**config.mk**
```make
export PLATFORM = sky130hd
export DESIGN_NAME = sorted_insert_priority_queue
export DESIGN_NICKNAME = d
export VERILOG_FILES = /design/src/sipq_pkg.sv /design/src/sipq_cell.sv /design/src/sorted_insert_priority_queue.sv
export SDC_FILE = /design/constraint.sdc
export NUM_CORES = 1
export LEC_CHECK = 0
export ABC_AREA = 1
export BUFFER_PORTS_ARGS = -buffer_cell sky130_fd_sc_hd__buf_2
export CAP_MARGIN = 25
export CORE_ASPECT_RATIO = 2
export CORE_UTILIZATION = 55
export CTS_CLUSTER_DIAMETER = 60
export DETAILED_ROUTE_END_ITERATION = 7
export GPL_ROUTABILITY_DRIVEN = 0
export PLACE_DENSITY = 0.71
export SYNTH_ARGS = -nofsm -noshare
export SYNTH_HDL_FRONTEND = slang
export SYNTH_SLANG_ARGS = --single-unit
```
**constraint.sdc**
```tcl
create_clock -name clock -period 4.5 [get_ports clock]
set_input_delay 1.125 -clock clock [delete_from_list [all_inputs] [get_ports clock]]
set_output_delay 1.125 -clock clock [all_outputs]
set_load 0.01 [all_outputs]
```
**src/sipq_pkg.sv**
```systemverilog
// Types and constants of the sorted-insert priority queue.
`default_nettype none
package sipq_pkg;

   localparam int DEFAULT_QUEUE_DEPTH = 32;
   localparam int VALUE_W             = 8;
   localparam int PRIO_W              = 3;
   localparam int STATUS_W            = 2;
   localparam int OCC_W               = 6;
   localparam int REQ_TDATA_W         = 16;
   localparam int RSP_TDATA_W         = 24;

   localparam logic CMD_PUSH = 1'b0;
   localparam logic CMD_POP  = 1'b1;

   localparam logic [STATUS_W-1:0] STATUS_DONE  = 2'd0;
   localparam logic [STATUS_W-1:0] STATUS_EMPTY = 2'd1;
   localparam logic [STATUS_W-1:0] STATUS_FULL  = 2'd2;

   typedef struct packed {
      logic [VALUE_W-1:0] value;
      logic [PRIO_W-1:0]  prio;
   } entry_type;

   // Broadcast to every cell for one beat.
   typedef struct packed {
      logic      push;
      logic      pop;
      entry_type item;
   } ctrl_type;

endpackage
`default_nettype wire

```
**src/sipq_cell.sv**
```systemverilog
// One slot of the sorted chain: holds an entry and shifts with its neighbors.
`default_nettype none
module sipq_cell (
   input  wire logic              clock,
   input  wire logic              reset,
   input  wire sipq_pkg::ctrl_type ctrl,
   input  wire sipq_pkg::entry_type left_entry,
   input  wire logic              left_valid,
   input  wire logic              left_ahead,
   input  wire sipq_pkg::entry_type right_entry,
   input  wire logic              right_valid,
   output sipq_pkg::entry_type    entry,
   output logic                   valid,
   output logic                   ahead
);

   sipq_pkg::entry_type entry_ff, entry_in;
   logic                valid_ff, valid_in;

   // New item belongs in front of this slot (an empty slot counts as behind it).
   always_comb begin
      ahead = !valid_ff
           || (ctrl.item.prio > entry_ff.prio)
           || ((ctrl.item.prio == entry_ff.prio)
               && (ctrl.item.value <= entry_ff.value));
   end

   always_comb begin
      entry_in = entry_ff;
      valid_in = valid_ff;
      if (ctrl.pop) begin
         entry_in = right_entry;
         valid_in = right_valid;
      end else if (ctrl.push) begin
         valid_in = valid_ff || left_valid;
         if (ahead) begin
            entry_in = left_ahead ? left_entry : ctrl.item;
         end
      end
   end

   always_ff @(posedge clock) begin
      entry_ff <= entry_in;
      if (reset) begin
         valid_ff <= 1'b0;
      end else begin
         valid_ff <= valid_in;
      end
   end

   assign entry = entry_ff;
   assign valid = valid_ff;

endmodule
`default_nettype wire

```
**src/sorted_insert_priority_queue.sv**
```systemverilog
// Top level: sorted priority queue built as a shifting chain of slots.
// The result of a beat appears on rsp in the cycle after it is accepted.
// One push or pop per cycle when ready; every slot compares and shifts in parallel.
// A result waiting on rsp does not block req while rsp_tready is high.
// Synchronous reset empties the queue; slot contents are left as they are.
`default_nettype none
module sorted_insert_priority_queue #(
   parameter int QUEUE_DEPTH = sipq_pkg::DEFAULT_QUEUE_DEPTH
) (
   input  wire logic                             clock,
   input  wire logic                             reset,
   input  wire logic                             req_tvalid,
   output logic                                  req_tready,
   // [7:0] item_value, [10:8] item_priority, [15:11] zero
   input  wire logic [sipq_pkg::REQ_TDATA_W-1:0] req_tdata,
   // [0] cmd
   input  wire logic                             req_tuser,
   output logic                                  rsp_tvalid,
   input  wire logic                             rsp_tready,
   // [7:0] popped_value, [10:8] popped_priority, [16:11] occupancy, [23:17] zero
   output logic [sipq_pkg::RSP_TDATA_W-1:0]      rsp_tdata,
   // [1:0] status
   output logic [sipq_pkg::STATUS_W-1:0]         rsp_tuser
);

   localparam int CNT_W = $clog2(QUEUE_DEPTH + 1);

   sipq_pkg::ctrl_type  ctrl;
   sipq_pkg::entry_type cell_entry [QUEUE_DEPTH];
   logic [QUEUE_DEPTH-1:0] cell_valid;
   logic [QUEUE_DEPTH-1:0] cell_ahead;

   logic                   accept, is_pop, empty, full;
   logic [CNT_W-1:0]       count_ff, count_in;
   logic [CNT_W+sipq_pkg::OCC_W-1:0] count_ext;

   logic                            rsp_valid_ff, rsp_valid_in;
   sipq_pkg::entry_type             rsp_entry_ff, rsp_entry_in;
   logic [sipq_pkg::STATUS_W-1:0]   rsp_status_ff, rsp_status_in;
   logic [sipq_pkg::OCC_W-1:0]      rsp_occ_ff, rsp_occ_in;

   assign req_tready = !rsp_valid_ff || rsp_tready;
   assign accept     = req_tvalid && req_tready;
   assign is_pop     = (req_tuser == sipq_pkg::CMD_POP);
   assign empty      = !cell_valid[0];
   assign full       = cell_valid[QUEUE_DEPTH-1];

   always_comb begin
      ctrl.push       = accept && !is_pop && !full;
      ctrl.pop        = accept && is_pop && !empty;
      ctrl.item.value = req_tdata[sipq_pkg::VALUE_W-1:0];
      ctrl.item.prio  = req_tdata[sipq_pkg::VALUE_W +: sipq_pkg::PRIO_W];
   end

   for (genvar i = 0; i < QUEUE_DEPTH; i++) begin : g_cell
      sipq_pkg::entry_type left_entry, right_entry;
      logic                left_valid, left_ahead, right_valid;
      if (i == 0) begin : g_head
         assign left_entry = '0;
         assign left_valid = 1'b1;
         assign left_ahead = 1'b0;
      end else begin : g_mid
         assign left_entry = cell_entry[i-1];
         assign left_valid = cell_valid[i-1];
         assign left_ahead = cell_ahead[i-1];
      end
      if (i == QUEUE_DEPTH - 1) begin : g_tail
         assign right_entry = '0;
         assign right_valid = 1'b0;
      end else begin : g_body
         assign right_entry = cell_entry[i+1];
         assign right_valid = cell_valid[i+1];
      end
      sipq_cell u_cell (
         .clock       (clock),
         .reset       (reset),
         .ctrl        (ctrl),
         .left_entry  (left_entry),
         .left_valid  (left_valid),
         .left_ahead  (left_ahead),
         .right_entry (right_entry),
         .right_valid (right_valid),
         .entry       (cell_entry[i]),
         .valid       (cell_valid[i]),
         .ahead       (cell_ahead[i])
      );
   end

   always_comb begin
      count_in = count_ff;
      if (ctrl.push) begin
         count_in = count_ff + CNT_W'(1);
      end else if (ctrl.pop) begin
         count_in = count_ff - CNT_W'(1);
      end
      count_ext = {{sipq_pkg::OCC_W{1'b0}}, count_in};
   end

   always_comb begin
      rsp_valid_in  = rsp_valid_ff && !rsp_tready;
      rsp_entry_in  = rsp_entry_ff;
      rsp_status_in = rsp_status_ff;
      rsp_occ_in    = rsp_occ_ff;
      if (accept) begin
         rsp_valid_in  = 1'b1;
         rsp_entry_in  = ctrl.pop ? cell_entry[0] : '0;
         rsp_occ_in    = count_ext[sipq_pkg::OCC_W-1:0];
         rsp_status_in = sipq_pkg::STATUS_DONE;
         if (is_pop && empty) begin
            rsp_status_in = sipq_pkg::STATUS_EMPTY;
         end else if (!is_pop && full) begin
            rsp_status_in = sipq_pkg::STATUS_FULL;
         end
      end
   end

   always_ff @(posedge clock) begin
      rsp_entry_ff  <= rsp_entry_in;
      rsp_status_ff <= rsp_status_in;
      rsp_occ_ff    <= rsp_occ_in;
      if (reset) begin
         rsp_valid_ff <= 1'b0;
         count_ff     <= '0;
      end else begin
         rsp_valid_ff <= rsp_valid_in;
         count_ff     <= count_in;
      end
   end

   assign rsp_tvalid = rsp_valid_ff;
   assign rsp_tuser  = rsp_status_ff;
   assign rsp_tdata  = {
      {(sipq_pkg::RSP_TDATA_W - sipq_pkg::OCC_W - sipq_pkg::PRIO_W
        - sipq_pkg::VALUE_W){1'b0}},
      rsp_occ_ff, rsp_entry_ff.prio, rsp_entry_ff.value
   };

endmodule
`default_nettype wire

```
* Word-level counts from Yosys, hierarchy flattened
Index checks and enable logic that the tools add are counted.
** Word-level totals
- Logic and storage cells :: 626
- Output and inout bits :: 28
- Register bits after elaboration :: 410
- Input bits :: 21
** Operators by class
- $lt $le $gt $ge :: 64
- Reductions and logical operators :: 236
- Equality and inequality tests :: 32
- Muxes and demuxes :: 190
- Add/sub/neg operators :: 2
** Operator list (count)
- $mux W11 :: 124
- $le A8 B8 Y1 :: 32
- $eq A3 B3 Y1 :: 32
- $gt A3 B3 Y1 :: 32
- $logic_or A1 B1 Y1 :: 96
- $reduce_and A2 Y1 :: 32
- $reduce_bool A2 Y1 :: 32
- $mux W1 :: 63
- $logic_and A1 B1 Y1 :: 40
- $logic_not A1 Y1 :: 35
- $mux W6 :: 2
- $add A6 B1 Y6 const B :: 1
- $sub A6 B1 Y6 const B :: 1
- $mux W2 :: 1
- $reduce_or A2 Y1 :: 1

* Longest topological paths before layout
Gate-level depths: netlist of the first run.
- Word-level depth :: 7
- Depth in mapped cells :: 17
- Gate-level depth less buffers :: 15

* By module
A second synthesis of the first run with hierarchy kept.
** Second synthesis, totals
- Cell total of the unflattened synthesis :: 3913
- Area total of the unflattened synthesis :: 30549.3 µm²
** Modules (own cells, without submodules)
- sipq_cell at g_cell[0].u_cell ... :: cells an instance 118, area each 914.6 µm², sequential area each 350.3 µm², instances 29
- sipq_cell at g_cell[8].u_cell ... :: cells an instance 118, area each 907.1 µm², sequential area each 350.3 µm², instances 2
- sorted_insert_priority_queue :: cells an instance 137, area each 1297.5 µm², sequential area each 710.7 µm², instances 1
- sipq_cell at g_cell[7].u_cell :: cells an instance 118, area each 913.4 µm², sequential area each 350.3 µm², instances 1

* Worst setup path before layout of the first run
Ideal clock, no wire load.
- Path kind :: input to register
- From :: in req_tdata[8] (netlist name)
- To :: reg g_cell[11].u_cell.entry_ff (netlist bit g_cell[11].u_cell.entry[0]) (enable)
- Data required time :: 4.114 ns
- Path slack :: 0.286 ns
- Stages :: 8
- Arrival :: 3.828 ns
- Setup time :: 0.386 ns
- Cells stage by stage :: inv_1 > clkbuf_1 > ha_1 > and3_1 > a21oi_1 > nor2_1 > clkbuf_1 > a31oi_1
** Between the ends
- Word-level cells in the longest chain between the ends :: 5
** RTL lines
- start, declared :: line sorted_insert_priority_queue.sv:15 : input wire logic [sipq_pkg::REQ_TDATA_W-1:0] req_tdata,
- $gt A3 B3 Y1 or $eq A3 B3 Y1 (tied branches) :: line sipq_cell.sv:23, sipq_cell.sv:24
- $logic_or A1 B1 Y1 or $logic_and A1 B1 Y1 (tied branches) :: line sipq_cell.sv:23, sipq_cell.sv:25
- $logic_or A1 B1 Y1 * :: line sipq_cell.sv:24 : || ((ctrl.item.prio == entry_ff.prio)
- $reduce_bool A2 Y1 (no line) *
- $reduce_and A2 Y1 (no line) *
- end signal, assigned :: line sipq_cell.sv:43 : entry_ff <= entry_in;
- end, declared :: line sipq_cell.sv:17 : sipq_pkg::entry_type entry_ff, entry_in;
Mark *: on every way between the ends. The rest lies on a longest branch, timed or not.
A chain may end at the register's enable or synchronous reset.

* Worst setup path in the final report of the first run
- From :: in req_tvalid
- To :: reg g_cell[13].u_cell.entry_ff (netlist bit g_cell[13].u_cell.entry[6]) (enable)
** Between the ends
- Word-level cells in the longest chain between the ends :: 5
** RTL lines
- start, declared :: line sorted_insert_priority_queue.sv:12 : input wire logic req_tvalid,
- $logic_and A1 B1 Y1 * :: line sorted_insert_priority_queue.sv:43 : assign accept = req_tvalid && req_tready;
- via accept :: line sorted_insert_priority_queue.sv:33 : logic accept, is_pop, empty, full;
- $logic_and A1 B1 Y1, on equally long branches (2 in a row) :: line sorted_insert_priority_queue.sv:50, sorted_insert_priority_queue.sv:49
- $reduce_bool A2 Y1 (no line)
- $reduce_and A2 Y1 (no line) *
- end signal, assigned :: line sipq_cell.sv:43
- end, declared :: line sipq_cell.sv:17
Mark *: on every way through the listed nets, which the timed path passes. The rest lies on a longest branch.

==> results of run 1 <==
-- cell type report --
class	instances	area share
Clock buffer	69	0.03843
Timing Repair Buffer	141	0.03639
Tap cell	744	0.02809
Sequential cell	410	0.3564
Multi-Input combinational cell	3000	0.4810
Clock inverter	7	0.002643
Inverter	502	0.05708
-- power by group through the flow --
stage / clock network [W] / logic [W] / registers (W)
after floorplan: 0 / 0.00139 / 0.00468
after global placement: 0 / 0.00192 / 0.00473
after detailed placement: 0 / 0.00199 / 0.00474
after CTS: 0.00365 / 0.00200 / 0.00466
after global routing: 0.00375 / 0.00229 / 0.00469
final: 0.00360 / 0.00200 / 0.00466
-- cells in the mapped netlist (all sizes together) (3+ instances only) --
cell,n
nand4,31
a21oi,108
and3,3
a21o,31
nand3b,3
clkbuf,126
nor2,137
edfxtp,360
a21boi,23
dfxtp,50
a211oi,25
nor3,3
xor2,6
nand2,1456
a31oi,35
nand3,715
inv,502
o21ai,70
ha,343
buf,105
-- how the worst min path moves through the flow --
stage	from	endpoint	cells after the start
detailed placement	g_cell[31].u_cell.entry[2]	g_cell[31].u_cell.entry[2]	2
global placement	g_cell[31].u_cell.entry[2]	g_cell[31].u_cell.entry[2]	2
global route	g_cell[31].u_cell.entry[10]	g_cell[31].u_cell.entry[10]	2
CTS	g_cell[31].u_cell.entry[2]	g_cell[31].u_cell.entry[2]	2
floorplan	g_cell[31].u_cell.entry[10]	g_cell[31].u_cell.entry[10]	2
finish	g_cell[31].u_cell.entry[2]	g_cell[31].u_cell.entry[2]	2
-- kinds of logic (layout without fill, tap and decap cells) --
family / after synthesis / in the layout / share of synthesized area
compound gates: 295 / 295 / 0.05675
xor+xnor: 6 / 6 / 0.001716
fa+ha+maj: 343 / 343 / 0.1401
buf+inv: 733 / 719 / 0.09471
flops: 410 / 410 / 0.3857
other cells: 1 / 7 / 0.0001225
simple gates: 2349 / 2349 / 0.3208
-- cell usage in the layout, fill, tap and decap left out, drive strengths merged, types with 2 or more instances in the layout --
master,count
a21oi,108
dfxtp,50
nand3,715
a21boi,23
nand2,1456
nor3,3
a31oi,35
o21ai,70
xor2,6
inv,499
clkbuf,69
nand3b,3
edfxtp,360
a21o,31
a211oi,25
conb,7
nand4,31
bufinv,2
nor2,137
clkinv,8
buf,141
ha,343
and3,3
-- registers in the layout, summed over array words and instances, names as in the netlist --
name,cells
rsp_tuser,2
g_cell.u_cell.entry,352
rsp_occ_ff,6
rsp_tvalid,1
count_ff,6
g_cell.u_cell.valid,32
rsp_tdata,11
-- stage by stage --
step / instance area (um2) / worst slack [ps] / hold slack [ps]
after global routing: 33140 / 1178 / 492.5
final: 33140 / 1286 / 458.2
after CTS: 33140 / 1323 / 453.3
after floorplan: 30640 / 286.0 / 426.4
after detailed placement: 31780 / 727.5 / 439.2
after global placement: 31780 / 771.1 / 441.1
-- worst min-delay path, stage by stage (launching register included) --
cell	delay, ps
dfxtp_1	310
nand2_1	60
nand2_1	50
-- layer usage --
layer  wire [um]  vias up  part of all wire  GRT usage
li1            -    13540                 -          -
met1       32330    12430              0.37     0.3290
met2       45040      808              0.52     0.5734
met3        3968      253             0.046    0.03065
met4        5642        0             0.065     0.1847
met5           0        -                 0          0
==> key figures, run 1 <==
Outcome
  • Status: complete, no violations

Timing
  • Max-slew headroom: 0.3167
  • Final setup violation count: 0
  • Crit path time final: between 3000 and 4000 ps
  • RSZ-0062 raised after global routing: false
  • Fmax: about 310 MHz
  • Fin Setup TNS: 0 ps
  • Final period util: 0.7143
  • Final hold violation count: 0
  • Clk_skew: between 30 and 40 ps
  • Fin. max-slew vios: 0
  • Worst-margin pin slew: ~1000 ps

Routing
  • Initial drt markers: 1835
  • Post-route ant nets: 0
  • Routed WL: 86980 um
  • # DRC: 0
  • First-pass DRT Iterations: 6
  • Average wire per standard cell: around 18 um
  • Vias per cell: between 5 and 6
  • Via count: approximately 27000

Worst setup path
  • Cell mode on critical path: buf_4
  • Critical path endpoint: g_cell[13].u_cell.entry[6]
  • Reg2Reg Capture Point: g_cell[13].u_cell.entry[6]
  • Setup crit start: req_tvalid
  • Worst setup EP type: flip-flop
  • R2r setup slk: between 1500 and 2000 ps
  • Crit. path cell count: 9
  • RR Startpoint: rsp_tvalid
  • Worst Reg-to-Reg Cells: 7
  • Max incr delay on CP: about 440 ps
  • Arrival time of the worst setup path: between 3000 and 4000 ps
  • Critical path peak fanout: 25
  • Crit Path Class: input port to flip-flop
  • Worst Path Buf+Inv: 5
  • Worst-path cell chain: buf_2 -> inv_1 -> a21oi_4 -> nand3_2 -> nand2_1 -> inv_2 -> buf_4 -> a31oi_1 -> buf_4
  • Worst EP required: between 4000 and 5000 ps
  • Slowest CP cell: nand2_1
  • Nature of the critical path startpoint: input port
  • Top delay family on crit path: buffers and inverters

GRT
  • Initial antenna violation count: 0
  • Global route total overflow: 0
  • Pin count of the biggest net entering global routing: 166
  • First-pass GRT wire length: 136300 um
  • Number of global-route vias before repair: roughly 26000
  • GRT Util Overall: 0.3069

Logic synthesis
  • Cell variety after synth: 31
  • Post-synth EDFFs: 360
  • Syn. warnings: 0
  • Synthesized area: ~31000 um2
  • Area contributors post-synth: edfxtp_1, nand2_1, ha_1, nand3_1, inv_1
  • FFs w/ async S/R, synth: 0
  • Post-synthesis instance total: between 4000 and 5000
  • Seq/Total Area, Yosys: 0.3857
  • Avg Cell Area, Syn: approximately 7.4 um2
  • Top_reg_cell synth: edfxtp_1
  • Flops & latches, synth: 410
  • Yosys top cell area share: 0.3530
  • Post-synth top area cell: edfxtp_1

Pwr
  • Overall Power: roughly 0.01 W
  • Internal: slightly above 0.007 W
  • P per Cell Area: between 300 and 400 nW/um2
  • Seq pwr share: 0.454
  • Comb pwr share: 0.195
  • Net Sw Power: between 0.003 and 0.004 W
  • Max VDD drop: 0.0002832 V
  • Clock power frac: 0.351
  • Lkg Pwr: around 17 nW
  • Switching Share: 0.2972

CTS
  • Clock Root Buffer: clkbuf_16
  • Longest Clk Path Bufs: 3
  • Clock Sink Count: between 400 and 500
  • CTS hold repair buffers: 0
  • Clock Latency Late Sink: between 500 and 600 ps
  • Worst-path clk slew: 60 ps
  • CTS tree: yes
  • Post-CTS Resized: 0
  • CTS Buf Count: 41
  • H-tree depth: 2
  • Postcts setup bufs: 0

Die
  • # rows: approximately 120
  • Initial Util: 0.5557
  • Height of the die: around 340 um
  • I/O pin cnt: 49
  • Die width: about 170 um
  • Die Area: ~57000 um2
  • Core area: about 55000 um2

Finish
  • Fin nets: about 4500
  • Layout Cells excl Fill: approximately 4900
  • Area added between synthesis and finish: 8.229%
  • Final core occ: 0.6014
  • Register area: roughly 12000 um2
  • FILL cells: approximately 5200
  • Diodes inserted: 0
  • Share of cells above drive strength 1: 0.05134
  • Area of the multi-input gates: roughly 16000 um2

Placed design
  • Placed Cells: 4797
  • IO buf count: 36
  • HPWL Detailed: just over 60000 um

Job
  • Max cap viols: 0

Worst hold path
  • Hold WC Path Type: flip-flop to flip-flop
No activity file was read; power rests on OpenSTA's default activity.
==> run 2, diff against run 1 <==
- clock period: 4.5 -> 3.15 ns (I/O delays scaled with it)
==> key figures, run 2 (synthesized netlist as in run 1, its figures left out) <==
Die
  • Die width: 168.8 um (unchanged)
  • # rows: 122 (unchanged)
  • I/O pin cnt: 49 (unchanged)
  • Height of the die: 335.7 um (unchanged)
  • Core area: 55110 um2 (unchanged)
  • Die Area: 56680 um2 (unchanged)
  • Initial Util: 0.5557 (unchanged)

CTS
  • Longest Clk Path Bufs: 3 (unchanged)
  • Clock Sink Count: 410 (unchanged)
  • Clock Latency Late Sink: 560 ps (-20 ps)
  • Clock Root Buffer: clkbuf_16
  • Post-CTS Resized: 0 (unchanged)
  • CTS tree: yes
  • Postcts setup bufs: 0 (unchanged)
  • CTS Buf Count: 40 (-2.4%)
  • Worst-path clk slew: 60 ps (about the same)
  • H-tree depth: 2 (unchanged)
  • CTS hold repair buffers: 0 (unchanged)

Worst hold path
  • Hold WC Path Type: flip-flop to flip-flop

GRT
  • First-pass GRT wire length: 138500 um (+1.6%)
  • Number of global-route vias before repair: 26700 (+1.9%)
  • Pin count of the biggest net entering global routing: 168 (+1.2%)
  • GRT Util Overall: 0.3133 (+0.006402)
  • Initial antenna violation count: 0 (unchanged)
  • Global route total overflow: 0 (unchanged)

Routing
  • First-pass DRT Iterations: 6 (unchanged)
  • Routed WL: 88370 um (+1.6%)
  • Post-route ant nets: 0 (unchanged)
  • # DRC: 0 (unchanged)
  • Vias per cell: 5.579 (+0.57%)
  • Average wire per standard cell: 17.96 um (+0.64%)
  • Via count: 27450 (+1.5%)
  • Initial drt markers: 1995 (+8.7%)

Timing
  • Crit path time final: 2731 ps
  • RSZ-0062 raised after global routing: false
  • Worst-margin pin slew: 1003 ps (-22.21 ps)
  • Final hold violation count: 0 (unchanged)
  • Max-slew headroom: 0.3315 (+0.01481)
  • Final setup violation count: 0 (unchanged)
  • Final period util: 0.8669
  • Hold Slack: 456.9 ps (-1.369 ps)
  • Clk_skew: 17.46 ps (-14.24 ps)
  • Fmax: 366.2 MHz
  • Fin. max-slew vios: 0 (unchanged)

Worst setup path
  • Worst EP required: 3450 ps (-1310 ps)
  • Crit Path Class: input port to flip-flop
  • Worst setup EP type: flip-flop
  • Critical path peak fanout: 26 (+4.0%)
  • Arrival time of the worst setup path: 3030 ps (-450 ps)
  • Nature of the critical path startpoint: input port
  • R2r setup slk: 870 ps (-730 ps)

Job
  • Max cap viols: 0 (unchanged)

Finish
  • Share of cells above drive strength 1: 0.06900 (+0.01765)
  • Most frequent cells in the layout: nand2_1, nand3_1, inv_1
  • Most common cell after layout, fill and taps aside: nand2_1
  • Fin nets: 4508 (+1.1%)
  • Layout Cells excl Fill: 4919 (+0.94%)
  • Final core occ: 0.6133 (+0.01187)
  • Max FFs per register: 352 (unchanged)
  • Area added between synthesis and finish: 10.37%

Outcome
  • Status: complete, no violations

Placed design
  • Placed Cells: 4845 (+1.0%)
  • IO buf count: 36 (unchanged)
  • HPWL Detailed: 63160 um (+3.2%)

Pwr
  • Max VDD drop: 0.0004641 V (+64%)
  • Lkg Pwr: 17.03 nW (+1.7%)
  • P per Cell Area: 435.7 nW/um2 (+41%)
run 2: critical path, cell delays in order:
cell	delay (ps)
buf_2	730
ha_1	370
nand2_1	60
nor2_1	50
nand2_1	60
nand2_1	40
nand2_1	70
nand2_1	180
nand2_1	340
nand2_1	130
nand3_1	110
nand2_1	60
run 2: path summary, 6_finish.rpt:
kind	start	depth (start not counted)	endpoint
worst min-delay path	g_cell[31].u_cell.entry[3]	2	g_cell[31].u_cell.entry[3]
worst max register to register	g_cell[15].u_cell.entry[6]	12	g_cell[16].u_cell.entry[5]
worst min register to register	g_cell[31].u_cell.entry[3]	2	g_cell[31].u_cell.entry[3]
worst max-delay path	req_tdata[4]	12	g_cell[16].u_cell.entry[5]
run 2: through the flow:
stage / cell area, um2 / power [W] / setup WS [ps] / TNS, ps
2_1_floorplan: 30780 / 0.008684 / -189.4 / -15480
3_3_place_gp: 32420 / 0.009599 / -70.14 / -1584
3_5_place_dp: 32420 / 0.009702 / -130.5 / -4944
4_1_cts: 33770 / 0.01477 / 457.0 / 0
5_1_grt: 33790 / 0.01540 / 252.4 / 0
6_report: 33800 / 0.01473 / 419.3 / 0
run 2: layer usage:
metal,GRT usage,share of wire
met2,0.5704,0.51
met5,0,0
met1,0.3358,0.37
met3,0.03489,0.049
met4,0.2157,0.073
run 2: cell type report:
cell class                      instances  area, um2
Sequential cell                       410      11810
Timing Repair Buffer                  190       1737
Inverter                              502       1892
Clock buffer                           60       1231
Antenna cell                            1      2.502
Fill cell                            5097      21310
Multi-Input combinational cell       3000      16070
Clock inverter                         12      120.1
Tap cell                              744      930.9
run 2: power by group:
part / internal [W] / switching, W
Sequential: 0.00642 / 0.000247
Combinational: 0.00104 / 0.00192
Clock: 0.00288 / 0.00222
Total: 0.0103 / 0.00438
